`src/hw/rtl/bmhq_pkg.sv`:
```
package bmhq_pkg;

  // heap geometry
  localparam int CAPACITY = 16;
  localparam int IDX_W    = $clog2(CAPACITY);
  localparam int CNT_W    = IDX_W + 1;
  localparam int DATA_W   = 32;
  localparam int STAT_W   = 2;
  localparam int HELD_W   = 5;

  // request codes
  localparam logic ACT_INSERT = 1'b0;
  localparam logic ACT_REMOVE = 1'b1;

  // status codes
  localparam logic [STAT_W-1:0] STATUS_OK    = 2'd0;
  localparam logic [STAT_W-1:0] STATUS_FULL  = 2'd1;
  localparam logic [STAT_W-1:0] STATUS_EMPTY = 2'd2;

  typedef struct packed {
    logic                     action;
    logic signed [DATA_W-1:0] value;
  } in_word_t;

  typedef struct packed {
    logic signed [DATA_W-1:0] removed_value;
    logic [STAT_W-1:0]        status;
    logic [HELD_W-1:0]        entries_held;
  } out_word_t;

  // microprogram addresses, in program order
  typedef enum logic [4:0] {
    S_EMIT,
    S_IDLE,
    S_DISPATCH,
    S_INS_CHK,
    S_INS_SETUP,
    S_UP_TEST,
    S_UP_CMP,
    S_UP_MOVE,
    S_UP_PLACE,
    S_RM_ROOT,
    S_RM_LAST,
    S_RM_LOAD,
    S_DN_TEST,
    S_DN_LEFT,
    S_DN_PICK,
    S_DN_CHK,
    S_DN_MOVE,
    S_DN_PLACE,
    S_FULL,
    S_EMPTY
  } step_e;

  // jump conditions
  typedef enum logic [3:0] {
    C_NEVER,
    C_ALWAYS,
    C_NOT_ACCEPT,
    C_IS_REMOVE,
    C_FULL,
    C_EMPTY,
    C_POS_ROOT,
    C_NOT_GREATER,
    C_NO_LEFT,
    C_BEST_IS_POS,
    C_OUT_BUSY
  } cond_e;

  // memory read address select
  typedef enum logic [2:0] {
    RD_NONE,
    RD_ZERO,
    RD_LAST,
    RD_PARENT,
    RD_LEFT,
    RD_RIGHT
  } rd_e;

  // memory write data select, always written at the current position
  typedef enum logic [1:0] {
    WR_NONE,
    WR_RDATA,
    WR_CUR,
    WR_BEST
  } wr_e;

  typedef enum logic [2:0] {
    POS_HOLD,
    POS_CNT,
    POS_ZERO,
    POS_PARENT,
    POS_BEST
  } pos_e;

  typedef enum logic [1:0] {
    CNT_HOLD,
    CNT_INC,
    CNT_DEC
  } cnt_e;

  typedef enum logic [1:0] {
    RES_HOLD,
    RES_RDATA,
    RES_FULL,
    RES_EMPTY
  } res_e;

  // one control word per microprogram step
  typedef struct packed {
    cond_e cond;
    step_e target;
    rd_e   rd;
    wr_e   wr;
    pos_e  pos;
    cnt_e  cnt;
    res_e  res;
    logic  ld_cur;
    logic  ld_lv;
    logic  ld_best;
    logic  ld_out;
  } ctrl_t;

  // datapath status seen by the sequencer
  typedef struct packed {
    logic is_remove;
    logic full;
    logic empty;
    logic pos_root;
    logic not_greater;
    logic no_left;
    logic best_is_pos;
    logic out_busy;
  } flags_t;

  // microcode rom
  function automatic ctrl_t ucode(step_e s);
    ctrl_t c;
    c = '0;
    case (s)
      S_EMIT: begin
        c.ld_out = 1'b1;
        c.cond   = C_OUT_BUSY;
        c.target = S_EMIT;
      end
      S_IDLE: begin
        c.cond   = C_NOT_ACCEPT;
        c.target = S_IDLE;
      end
      S_DISPATCH: begin
        c.cond   = C_IS_REMOVE;
        c.target = S_RM_ROOT;
      end
      S_INS_CHK: begin
        c.cond   = C_FULL;
        c.target = S_FULL;
      end
      S_INS_SETUP: begin
        c.pos = POS_CNT;
        c.cnt = CNT_INC;
      end
      S_UP_TEST: begin
        c.rd     = RD_PARENT;
        c.cond   = C_POS_ROOT;
        c.target = S_UP_PLACE;
      end
      S_UP_CMP: begin
        c.cond   = C_NOT_GREATER;
        c.target = S_UP_PLACE;
      end
      S_UP_MOVE: begin
        c.wr     = WR_RDATA;
        c.pos    = POS_PARENT;
        c.cond   = C_ALWAYS;
        c.target = S_UP_TEST;
      end
      S_UP_PLACE: begin
        c.wr     = WR_CUR;
        c.cond   = C_ALWAYS;
        c.target = S_EMIT;
      end
      S_RM_ROOT: begin
        c.rd     = RD_ZERO;
        c.cond   = C_EMPTY;
        c.target = S_EMPTY;
      end
      S_RM_LAST: begin
        c.res = RES_RDATA;
        c.rd  = RD_LAST;
        c.cnt = CNT_DEC;
        c.pos = POS_ZERO;
      end
      S_RM_LOAD: begin
        c.ld_cur = 1'b1;
      end
      S_DN_TEST: begin
        c.rd     = RD_LEFT;
        c.cond   = C_NO_LEFT;
        c.target = S_DN_PLACE;
      end
      S_DN_LEFT: begin
        c.ld_lv = 1'b1;
        c.rd    = RD_RIGHT;
      end
      S_DN_PICK: begin
        c.ld_best = 1'b1;
      end
      S_DN_CHK: begin
        c.cond   = C_BEST_IS_POS;
        c.target = S_DN_PLACE;
      end
      S_DN_MOVE: begin
        c.wr     = WR_BEST;
        c.pos    = POS_BEST;
        c.cond   = C_ALWAYS;
        c.target = S_DN_TEST;
      end
      S_DN_PLACE: begin
        c.wr     = WR_CUR;
        c.cond   = C_ALWAYS;
        c.target = S_EMIT;
      end
      S_FULL: begin
        c.res    = RES_FULL;
        c.cond   = C_ALWAYS;
        c.target = S_EMIT;
      end
      S_EMPTY: begin
        c.res    = RES_EMPTY;
        c.cond   = C_ALWAYS;
        c.target = S_EMIT;
      end
      default: begin
        c.cond   = C_ALWAYS;
        c.target = S_IDLE;
      end
    endcase
    return c;
  endfunction

endpackage

```
`src/hw/rtl/bmhq_seq.sv`:
```
module bmhq_seq (
  input  logic             clk_i,
  input  logic             rst_ni,
  input  logic             in_valid_i,
  input  bmhq_pkg::flags_t flags_i,
  output bmhq_pkg::ctrl_t  ctrl_o,
  output logic             in_stall_o,
  output logic             in_acc_o
);
  import bmhq_pkg::*;

  step_e step_q, step_d;
  ctrl_t uc;
  logic  jump;

  // control word and handshake for the current step
  always_comb begin
    uc         = ucode(step_q);
    ctrl_o     = uc;
    in_stall_o = (step_q != S_IDLE);
    in_acc_o   = in_valid_i && (step_q == S_IDLE);
  end

  // condition select and next step
  always_comb begin
    case (uc.cond)
      C_NEVER:       jump = 1'b0;
      C_ALWAYS:      jump = 1'b1;
      C_NOT_ACCEPT:  jump = !in_valid_i;
      C_IS_REMOVE:   jump = flags_i.is_remove;
      C_FULL:        jump = flags_i.full;
      C_EMPTY:       jump = flags_i.empty;
      C_POS_ROOT:    jump = flags_i.pos_root;
      C_NOT_GREATER: jump = flags_i.not_greater;
      C_NO_LEFT:     jump = flags_i.no_left;
      C_BEST_IS_POS: jump = flags_i.best_is_pos;
      C_OUT_BUSY:    jump = flags_i.out_busy;
      default:       jump = 1'b1;
    endcase
    step_d = jump ? uc.target : step_e'(step_q + 5'd1);
  end

  // step counter
  always_ff @(posedge clk_i or negedge rst_ni) begin
    if (!rst_ni) begin
      step_q <= S_IDLE;
    end else begin
      step_q <= step_d;
    end
  end

endmodule

```
`src/hw/rtl/bmhq_dp.sv`:
```
module bmhq_dp (
  input  logic                clk_i,
  input  logic                rst_ni,
  input  bmhq_pkg::ctrl_t     ctrl_i,
  input  logic                in_acc_i,
  input  bmhq_pkg::in_word_t  in_word_i,
  input  logic                out_stall_i,
  output bmhq_pkg::flags_t    flags_o,
  output logic                out_valid_o,
  output bmhq_pkg::out_word_t out_word_o
);
  import bmhq_pkg::*;

  logic signed [DATA_W-1:0] mem_q [CAPACITY];
  logic signed [DATA_W-1:0] rdata_q;

  logic [CNT_W-1:0]         cnt_q;
  logic [IDX_W-1:0]         pos_q;
  logic signed [DATA_W-1:0] cur_q;
  logic signed [DATA_W-1:0] lv_q;
  logic signed [DATA_W-1:0] best_val_q;
  logic [IDX_W-1:0]         best_idx_q;
  logic                     best_mv_q;
  logic                     act_q;
  logic signed [DATA_W-1:0] res_q;
  logic [STAT_W-1:0]        st_q;
  logic                     out_valid_q;
  out_word_t                out_q;

  logic [IDX_W-1:0]         parent_idx;
  logic [IDX_W-1:0]         last_idx;
  logic [CNT_W-1:0]         left_idx;
  logic [CNT_W-1:0]         right_idx;
  logic [IDX_W-1:0]         rd_addr;
  logic                     rd_en;
  logic                     wr_en;
  logic signed [DATA_W-1:0] wr_data;
  logic                     l_gt;
  logic                     r_gt;
  logic signed [DATA_W-1:0] lead_val;
  logic [CNT_W-1:0]         lead_idx;
  logic signed [DATA_W-1:0] pick_val;
  logic [CNT_W-1:0]         pick_idx;
  logic                     out_busy;

  // tree addressing
  always_comb begin
    parent_idx = (pos_q - 1'b1) >> 1;
    last_idx   = IDX_W'(cnt_q - 1'b1);
    left_idx   = {pos_q, 1'b1};
    right_idx  = left_idx + 1'b1;
  end

  // read address select
  always_comb begin
    rd_en = 1'b1;
    case (ctrl_i.rd)
      RD_ZERO:   rd_addr = '0;
      RD_LAST:   rd_addr = last_idx;
      RD_PARENT: rd_addr = parent_idx;
      RD_LEFT:   rd_addr = left_idx[IDX_W-1:0];
      RD_RIGHT:  rd_addr = right_idx[IDX_W-1:0];
      default: begin
        rd_addr = '0;
        rd_en   = 1'b0;
      end
    endcase
  end

  // write data select
  always_comb begin
    wr_en = 1'b1;
    case (ctrl_i.wr)
      WR_RDATA: wr_data = rdata_q;
      WR_CUR:   wr_data = cur_q;
      WR_BEST:  wr_data = best_val_q;
      default: begin
        wr_data = cur_q;
        wr_en   = 1'b0;
      end
    endcase
  end

  // heap storage, one write and one registered read per cycle
  always_ff @(posedge clk_i) begin
    if (wr_en) begin
      mem_q[pos_q] <= wr_data;
    end
    if (rd_en) begin
      rdata_q <= mem_q[rd_addr];
    end
  end

  // larger child pick, left wins a tie; rdata holds the right child here
  always_comb begin
    l_gt     = lv_q > cur_q;
    lead_val = l_gt ? lv_q : cur_q;
    lead_idx = l_gt ? left_idx : {1'b0, pos_q};
    r_gt     = (right_idx < cnt_q) && (rdata_q > lead_val);
    pick_val = r_gt ? rdata_q : lead_val;
    pick_idx = r_gt ? right_idx : lead_idx;
  end

  // flags for the sequencer
  always_comb begin
    out_busy             = out_valid_q && out_stall_i;
    flags_o.is_remove    = (act_q == ACT_REMOVE);
    flags_o.full         = (cnt_q == CNT_W'(CAPACITY));
    flags_o.empty        = (cnt_q == '0);
    flags_o.pos_root     = (pos_q == '0);
    flags_o.not_greater  = !(cur_q > rdata_q);
    flags_o.no_left      = (left_idx >= cnt_q);
    flags_o.best_is_pos  = !best_mv_q;
    flags_o.out_busy     = out_busy;
  end

  // entry count and output valid
  always_ff @(posedge clk_i or negedge rst_ni) begin
    if (!rst_ni) begin
      cnt_q       <= '0;
      out_valid_q <= 1'b0;
    end else begin
      case (ctrl_i.cnt)
        CNT_INC:  cnt_q <= cnt_q + 1'b1;
        CNT_DEC:  cnt_q <= cnt_q - 1'b1;
        default:  cnt_q <= cnt_q;
      endcase
      if (ctrl_i.ld_out && !out_busy) begin
        out_valid_q <= 1'b1;
      end else if (out_valid_q && !out_stall_i) begin
        out_valid_q <= 1'b0;
      end
    end
  end

  // working registers
  always_ff @(posedge clk_i) begin
    case (ctrl_i.pos)
      POS_CNT:    pos_q <= cnt_q[IDX_W-1:0];
      POS_ZERO:   pos_q <= '0;
      POS_PARENT: pos_q <= parent_idx;
      POS_BEST:   pos_q <= best_idx_q;
      default:    pos_q <= pos_q;
    endcase
    if (in_acc_i) begin
      act_q <= in_word_i.action;
      cur_q <= in_word_i.value;
      res_q <= '0;
      st_q  <= STATUS_OK;
    end else begin
      if (ctrl_i.ld_cur) begin
        cur_q <= rdata_q;
      end
      case (ctrl_i.res)
        RES_RDATA: res_q <= rdata_q;
        RES_FULL:  st_q  <= STATUS_FULL;
        RES_EMPTY: begin
          res_q <= '1;
          st_q  <= STATUS_EMPTY;
        end
        default: begin
          res_q <= res_q;
        end
      endcase
    end
    if (ctrl_i.ld_lv) begin
      lv_q <= rdata_q;
    end
    if (ctrl_i.ld_best) begin
      best_val_q <= pick_val;
      best_idx_q <= pick_idx[IDX_W-1:0];
      best_mv_q  <= (pick_idx != {1'b0, pos_q});
    end
    if (ctrl_i.ld_out && !out_busy) begin
      out_q.removed_value <= res_q;
      out_q.status        <= st_q;
      out_q.entries_held  <= HELD_W'(cnt_q);
    end
  end

  assign out_valid_o = out_valid_q;
  assign out_word_o  = out_q;

endmodule

```
`src/hw/rtl/binary_max_heap_queue_unit.sv`:
```
// channel  direction  handshake             word
// in       input      in_valid_i/in_stall_o    action, value
// out      output     out_valid_o/out_stall_i  removed_value, status, entries_held
//
// one word at a time; a microprogram steps once per clock over a single-port heap store
// insert steps: take, dispatch, full check, setup, per level parent test, compare and move,
// place; remove: take, dispatch, root read, last read, load, per level child test, left load,
// pick, check and move, place; a refused insert or empty remove goes to its status step; all
// end in the emit step; a finished word waits in the output register, the next word is taken
// meanwhile; reset empties the heap at once, no clearing pass; store contents need no reset
module binary_max_heap_queue_unit (
  input  logic                clk_i,
  input  logic                rst_ni,
  input  logic                in_valid_i,
  output logic                in_stall_o,
  input  bmhq_pkg::in_word_t  in_word_i,
  output logic                out_valid_o,
  input  logic                out_stall_i,
  output bmhq_pkg::out_word_t out_word_o
);
  import bmhq_pkg::*;

  ctrl_t  ctrl;
  flags_t flags;
  logic   in_acc;

  // microprogram sequencer
  bmhq_seq u_seq (
    .clk_i      (clk_i),
    .rst_ni     (rst_ni),
    .in_valid_i (in_valid_i),
    .flags_i    (flags),
    .ctrl_o     (ctrl),
    .in_stall_o (in_stall_o),
    .in_acc_o   (in_acc)
  );

  // heap datapath
  bmhq_dp u_dp (
    .clk_i       (clk_i),
    .rst_ni      (rst_ni),
    .ctrl_i      (ctrl),
    .in_acc_i    (in_acc),
    .in_word_i   (in_word_i),
    .out_stall_i (out_stall_i),
    .flags_o     (flags),
    .out_valid_o (out_valid_o),
    .out_word_o  (out_word_o)
  );

endmodule

```
`config.mk`:
```
export PLATFORM = sky130hd
export DESIGN_NAME = binary_max_heap_queue_unit
export DESIGN_NICKNAME = d
export VERILOG_FILES = /design/src/hw/rtl/bmhq_pkg.sv /design/src/hw/rtl/bmhq_seq.sv /design/src/hw/rtl/bmhq_dp.sv /design/src/hw/rtl/binary_max_heap_queue_unit.sv
export SDC_FILE = /design/constraint.sdc
export NUM_CORES = 1
export LEC_CHECK = 0
export BUFFER_PORTS_ARGS = -buffer_cell sky130_fd_sc_hd__buf_2
export CAP_MARGIN = 40
export CORE_MARGIN = 10
export CORE_UTILIZATION = 45
export DETAILED_ROUTE_END_ITERATION = 7
export GPL_ROUTABILITY_DRIVEN = 0
export SETUP_SLACK_MARGIN = 0.5
export SYNTH_ARGS = -nofsm -noshare
export SYNTH_HDL_FRONTEND = slang
export SYNTH_SLANG_ARGS = --single-unit
```
`constraint.sdc`:
```
create_clock -name clk_i -period 6.9 [get_ports clk_i]
set_clock_uncertainty 0.2 [all_clocks]
set_input_delay 0.69 -clock clk_i [delete_from_list [all_inputs] [get_ports clk_i]]
set_output_delay 0.69 -clock clk_i [all_outputs]
set_load 0.005 [all_outputs]
```
==> run summary, run 1 <==
==================================================================================================
Run status                                                                               completed
Largest net degree at the start of global routing                                              129
Antenna diode count                                                                              0
Average vias per placed instance                                                              5.87
Min Tclk post-route                                                                        5890 ps
Number of nets in the synthesized netlist                                                     2616
Fin. max-slew vios                                                                               0
Worst relative slew slack                                                                    40.6%
Routed wire per std cell                                                                   23.5 um
Die outline height                                                                          288 um
Aggregate global-route resource usage                                                        19.7%
Clk_lat worst skew                                                                          620 ps
Unrepaired setup endpoints after global routing                                              false
Number of storage elements in the synthesis netlist                                            734
EDFF count, synth                                                                              689
Total power divided by cell area                                                       397 nW/um^2
Switch Pwr                                                                                 4.76 mW
Post-detailed-placement half-perimeter wirelength                                         50400 um
Post-synthesis instance total                                                                 2460
Share of synthesized flip-flops with an asynchronous set or reset                            1.50%
CTS H-Tree Depth                                                                                 3
Yosys synthesis warning count                                                                    0
Global-route wire length before repair                                                   124000 um
DRC viols                                                                                        0
Number of buffers added by the clock tree synthesis step                                        77
Layout Nets                                                                                   2670
Max Freq                                                                                   170 MHz
Share of final-layout standard cells stronger than drive strength 1                          12.5%
Combinational cell fraction of total power                                                   27.9%
Clock transition time at the flip-flop clock pins of the worst setup and hold paths          60 ps
Setup-violating endpoint count in the final report                                               0
Mapped Avg Cell Area                                                                     13.1 um^2
Wire length after detailed routing                                                        83000 um
Vias in the first global route                                                               20000
Number of library cell types mapped by synthesis                                                68
Critical path peak fanout                                                                       10
Number of top-level pins                                                                        78
Antenna violations before repair                                                                 1
Std cell rows                                                                                   98
Number of hold-slack violations in the final timing report                                       0
Area growth from synthesis to final layout                                                   13.4%
Worst setup slack before clock tree synthesis                                               661 ps
Share of the cycle needed by the critical path after routing                                 85.4%
Iter 0 DRT Violations                                                                         1817
Utilization after layout                                                                     51.3%
Number of search-and-repair iterations in the first detailed-routing pass                        5
Worst-margin pin slew                                                                       888 ps
Total congestion overflow after global routing                                                   0
Relative contribution of the clock network to total power                                    28.8%
DRT antenna net count                                                                            0
Maximum clock path buffer count                                                                  3
Portion of total power attributed to sequential cells                                        43.3%
Total via count after detailed routing                                                       20700
Post-placement cell area                                                                33900 um^2
Root Driver                                                                              clkbuf_16
Class of the tightest hold or removal check                                                 in2reg
Nature of the critical path startpoint                                                        flop
Critical setup path kind                                                                   reg2reg
# Max-Cap Violations                                                                             0
Setup Total Neg Slack                                                                         0 ps
VDD IR max                                                                                  239 uV
Sequential share of the synthesized area                                                     67.2%
Syn Std Cell Area                                                                       32200 um^2
CTS sink count                                                                                 734
Most frequently used flop master after synthesis                                          edfxtp_1
Effective utilization at floorplan                                                           45.2%
Total Power Consumption                                                                    14.5 mW
Cell leakage power                                                                         12.7 nW
Total die area                                                                          82700 um^2
Data required time at the worst endpoint                                                   7070 ps
IO Port Bufs                                                                                    77
Final Worst Setup Slack                                                                    1010 ps
Internal power                                                                             9.75 mW
Final design area excluding fillers                                                     36500 um^2
Clock tree from TritonCTS                                                                      yes
Critical path arrival                                                                      6060 ps
Critical Path Sink Type                                                                       flop
Switching share of power                                                                     32.8%
Core region area                                                                        71200 um^2
Die extent in x                                                                             288 um
==================================================================================================
routing by layer:
layer	vias to the layer above	GRT usage (%)	wire length (um)
met2	672	32.4	39800
met1	10400	26.5	35700
met4	0	6.32	1910
met5	-	0	0
met3	110	3.12	5590
li1	9515	-	-
state kept, by name (all words and copies together), names as in the netlist, 32 cells and up:
register / flops
u_dp.rdata_q: 32
u_dp.lv_q: 32
u_dp.cur_q: 32
u_dp.mem_q: 512
u_dp.out_word_o: 39
u_dp.res_q: 32
u_dp.best_val_q: 32
worst paths after layout:
path / cells past startpoint / slack (ps) / from / to
min in group asynchronous: 2 / 280 / rst_ni / u_seq.step_q[3]
min: 1 / 50 / in_word_i[32] / u_dp.act_q
max: 19 / 1010 / u_dp.cur_q[31] / u_dp.best_idx_q[3]
max reg2reg: 19 / 1010 / u_dp.cur_q[31] / u_dp.best_idx_q[3]
min reg2reg: 0 / 240 / u_dp.res_q[15] / u_dp.out_word_o[22]
max in group asynchronous: 2 / 5940 / rst_ni / u_seq.step_q[0]
cell families (layout without fill, tap and decap cells):
family / count (synthesis) / in the layout / share of synthesized area, %
AOI/OAI and AO/OA: 634 / 635 / 14.0
xor gates and xnor gates: 14 / 14 / 0.380
adders and majority gates: 119 / 119 / 4.62
buffers and inverters: 249 / 365 / 3.04
DFF: 734 / 734 / 67.2
muxes: 43 / 43 / 1.35
and+or+nand+nor: 667 / 667 / 9.51
layout by cell type, fill, tap and decap left out, types with 64 or more instances in the layout:
cell         n
a211oi_1   164
a21oi_1    147
a311oi_1    64
a31oi_1     71
and2_1     112
buf_2       77
clkbuf_16   80
edfxtp_1   689
ha_1       119
inv_1       85
nand2_1    331
nor2_1      90
power groups by stage:
stage / combinational (mW) / clock [mW] / sequential [mW]
final: 4.05 / 4.18 / 6.28
after floorplan: 2.74 / 0 / 6.18
after global routing: 4.46 / 4.44 / 6.33
after global placement: 3.86 / 0 / 6.35
after detailed placement: 3.97 / 0 / 6.36
after CTS: 3.99 / 4.25 / 6.27
critical path: stages (launching register included):
cell and delay, ps:
edfxtp_1 400, inv_1 60, ha_1 370, nand4_1 170
nor4_1 560, o41ai_1 230, o2111ai_1 210, mux2i_4 310
buf_12 150, buf_4 180, mux2i_1 270, ha_1 290
a21oi_1 150, o21a_1 130, nor2_1 40, o31ai_1 530
a31oi_2 300, o21ai_4 400, mux2_2 390, a221o_1 300
Yosys cell counts, types with 3 or more instances:
library cell | count | share of area [%]
inv_1 | 86 | 1.0
a222oi_1 | 3 | 0.093
a211oi_1 | 164 | 3.8
nand4_1 | 20 | 0.39
nand2_1 | 331 | 3.9
nor3_1 | 15 | 0.23
a21boi_0 | 4 | 0.093
o21ai_0 | 58 | 0.90
nand3_1 | 20 | 0.31
dfxtp_1 | 34 | 2.1
a221o_1 | 34 | 1.1
a21oi_1 | 147 | 2.3
and3_1 | 6 | 0.12
xnor2_1 | 9 | 0.24
nor4_1 | 8 | 0.16
a22oi_1 | 3 | 0.070
and2_1 | 113 | 2.2
buf_2 | 29 | 0.45
mux2i_1 | 40 | 1.2
dfrtp_1 | 10 | 0.78
buf_1 | 11 | 0.13
a311oi_1 | 64 | 1.7
xor2_1 | 5 | 0.14
o221a_2 | 32 | 1.1
nor2_1 | 104 | 1.2
nor2b_1 | 8 | 0.16
a21o_1 | 16 | 0.37
a31oi_1 | 72 | 1.4
clkbuf_1 | 120 | 1.4
o211ai_1 | 8 | 0.19
ha_1 | 119 | 4.6
and2_0 | 21 | 0.41
o31ai_1 | 3 | 0.070
nand2b_1 | 9 | 0.17
edfxtp_1 | 689 | 64
repair_timing:
| item | in CTS | in global routing |
|---|---|---|
| resized for setup | 0 | 1 |
| setup endpoints to repair | 0 | 19 |
| hold buffers | 1 | 0 |
| buffers inserted | 0 | 5 |
| hold endpoints to repair | 11 | 0 |
area by class of cell:
| type | instances | area (um^2) |
|---|---|---|
| fillers | 5946 | 34700 |
| flip-flops and latches | 734 | 21600 |
| multi-input cells | 1478 | 9810 |
| clock buffers | 102 | 2120 |
| well taps | 950 | 1190 |
| repair buffers | 136 | 1010 |
| clock inverters | 40 | 433 |
| inverters | 87 | 327 |
stage by stage:
stage	hold slack, ps	std cells
2_1_floorplan	194	2460
3_3_place_gp	221	3373
3_5_place_dp	218	3378
4_1_cts	16.1	3521
5_1_grt	41.5	3527
6_report	46.2	3527
Note: power is estimated with default switching activity, not from simulation.
==> run 2, diff against run 1 <==
==> constraint.sdc (replaced) <==
create_clock -name clk_i -period 5.6 [get_ports clk_i]
set_clock_uncertainty 0.2 [all_clocks]
set_input_delay 0.56 -clock clk_i [delete_from_list [all_inputs] [get_ports clk_i]]
set_output_delay 0.56 -clock clk_i [all_outputs]
set_load 0.005 [all_outputs]
==> run summary, run 2 (same netlist as run 1, synthesis figures left out) <==
==================================================================================================
IO Port Bufs                                                                                    77   unchanged
Register containing the most flip-flops in the final layout                             u_dp.mem_q
Largest net degree at the start of global routing                                              115   -11%
Dpl cells                                                                                     3397   +0.56%
Class of the tightest hold or removal check                                                 in2reg
Vias in the first global route                                                               20400   +1.9%
Unrepaired setup endpoints after global routing                                               true
Clock transition time at the flip-flop clock pins of the worst setup and hold paths          70 ps   about the same
Average vias per placed instance                                                              5.88   +0.27%
Hold Crit Endpoint                                                                    u_dp.cur_q[4]
Post-layout instance count excluding filler cells                                             3559   +0.91%
Wire length after detailed routing                                                        84600 um   +1.9%
Critical Path Sink Type                                                                       flop
Die outline height                                                                          288 um   unchanged
Clk_lat worst skew                                                                          620 ps   about the same
Startpoint of the worst register-to-register path                                     u_dp.lv_q[14]
Root Driver                                                                              clkbuf_16
Routed metal-1 wire length                                                                36100 um   +1.0%
Number of search-and-repair iterations in the first detailed-routing pass                        5   unchanged
Antenna diode count                                                                              0   unchanged
Number of flip-flops under the largest register name                                           512   unchanged
Std cell rows                                                                                   98   unchanged
DRC viols                                                                                        0   unchanged
Critical setup path kind                                                                   reg2reg
Clock tree from TritonCTS                                                                      yes
# Max-Cap Violations                                                                             0   unchanged
Iter 0 DRT Violations                                                                         1854   +2.0%
Nature of the critical path startpoint                                                        flop
Destination of the worst register-to-register timing path                             u_dp.best_idx_q[3]
Share of the cycle needed by the critical path after routing                                 91.1%   +5.7 points
Final Worst Setup Slack                                                                     501 ps   -506 ps
Cell leakage power                                                                         12.9 nW   +1.7%
Die extent in x                                                                             288 um   unchanged
Worst-margin pin slew                                                                      1170 ps   +279 ps
Worst Hold Slack                                                                           40.3 ps   -5.93 ps
Post-detailed-placement half-perimeter wirelength                                         51400 um   +1.9%
Number of buffers added by the clock tree synthesis step                                        76   -1.3%
Worst relative slew slack                                                                    22.2%   -18 points
Fin. max-slew vios                                                                               0   unchanged
Aggregate global-route resource usage                                                        20.0%   +0.32 points
Total congestion overflow after global routing                                                   0   unchanged
Antenna violations before repair                                                                 0   -1
Setup-violating endpoint count in the final report                                               0   unchanged
Routed wire per std cell                                                                   23.8 um   +1.0%
Worst setup slack before clock tree synthesis                                               153 ps   -507 ps
Run status                                                                               completed
DRT antenna net count                                                                            0   unchanged
Data required time at the worst endpoint                                                   5760 ps   -1310 ps
Most frequent cells in the layout                                                     edfxtp_1, nand2_1, a211oi_1, a21oi_1, ha_1
CTS H-Tree Depth                                                                                 3   unchanged
Layout Nets                                                                                   2702   +1.2%
Max Freq                                                                                   196 MHz   +16%
Routed length on met3                                                                      5180 um   -7.5%
Number of cells on the worst reg-to-reg path                                                    20   +1
Number of top-level pins                                                                        78   unchanged
Cell depth of the worst hold path                                                                3   +2
Critical path arrival                                                                      5260 ps   -800 ps
Routed met2 length                                                                        41200 um   +3.5%
Total power divided by cell area                                                       487 nW/um^2   +23%
Total die area                                                                          82700 um^2   unchanged
Total via count after detailed routing                                                       20900   +1.2%
Worst hold start                                                                      in_word_i[4]
Core region area                                                                        71200 um^2   unchanged
Setup Total Neg Slack                                                                         0 ps   unchanged
Maximum clock path buffer count                                                                  3   unchanged
Number of hold-slack violations in the final timing report                                       0   unchanged
Topmost layer with routed signal wires                                                        met4
Most frequent standard cell in the layout excluding fill and tap cells                    edfxtp_1
Global-route wire length before repair                                                   127000 um   +2.0%
VDD IR max                                                                                  274 uV   +15%
Worst R2R Setup Slack                                                                       500 ps   -510 ps
Area growth from synthesis to final layout                                                   15.2%
Min Tclk post-route                                                                        5100 ps   -794 ps
Effective utilization at floorplan                                                           45.2%   unchanged
CTS sink count                                                                                 734   unchanged
Share of final-layout standard cells stronger than drive strength 1                          14.2%   +1.7 points
Critical path peak fanout                                                                       10   unchanged
==================================================================================================
## run 2: final cells by class
class                      instances  area, um^2
inverter                          87         327
clock inverter                    50         502
timing repair buffer             170        1450
sequential                       734       21600
clock buffer                      91        2040
multi-input combinational       1477        9960
tap                              950        1190
fill                            5889       34100
## run 2: worst max-delay path by stage
stage	start	endpoint	slack, ps	cells after the start
after floorplan	u_dp.cur_q[14]	u_dp.best_val_q[22]	660	21
after global placement	u_dp.cur_q[27]	u_dp.best_idx_q[3]	290	20
after detailed placement	u_dp.cur_q[27]	u_dp.best_idx_q[3]	150	20
after CTS	u_dp.cur_q[9]	u_dp.best_idx_q[3]	520	21
after global routing	u_dp.cur_q[9]	u_dp.best_idx_q[3]	300	20
final	u_dp.lv_q[14]	u_dp.best_idx_q[3]	500	20
## run 2: critical path, stage by stage (launching register included)
cell and delay, ps:
edfxtp_1 440, ha_4 280, a21oi_1 140, nand2_1 70
a21o_1 210, o41ai_4 370, o2111ai_2 200, mux2i_4 310
buf_6 150, buf_12 130, mux2i_2 230, ha_1 270
nor2b_1 140, o211ai_1 210, a21oi_2 90, o311ai_2 290
a31oi_1 170, buf_4 180, o21ai_4 140, mux2_2 340
a221o_1 300
## run 2: power by group
part / internal [mW] / leakage (nW) / switching, mW / total, mW
Clock: 3.03 / 1.25 / 2.10 / 5.13
Sequential: 7.26 / 6.65 / 0.486 / 7.74
Combinational: 1.87 / 5.05 / 3.35 / 5.21
Total: 12.2 / 12.9 / 5.94 / 18.1
## run 2: routing by layer
layer	up-vias	track usage, %
met2	695	33.6
met1	10500	26.3
met3	132	3.13
met5	-	0
met4	0	6.43
li1	9586	-
## run 2: stage by stage
step                instance area, um^2  total power, mW  util [%]
global placement                  34100             12.7      47.9
detailed placement                34200             12.8      48.0
global route                      37100             19.0      52.1
finish                            37100             18.1      52.1
CTS                               36900             18.0      51.7
floorplan                         32200             11.0         -
## run 2: repair_timing
action                                 4_1_cts  5_1_grt
setup endpoints to repair                   37       36
pin swaps                                    4        7
endpoints found under the hold margin       12        0
hold buffers                                 2        0
setup buffers                                5       14
resized for setup                           10       31
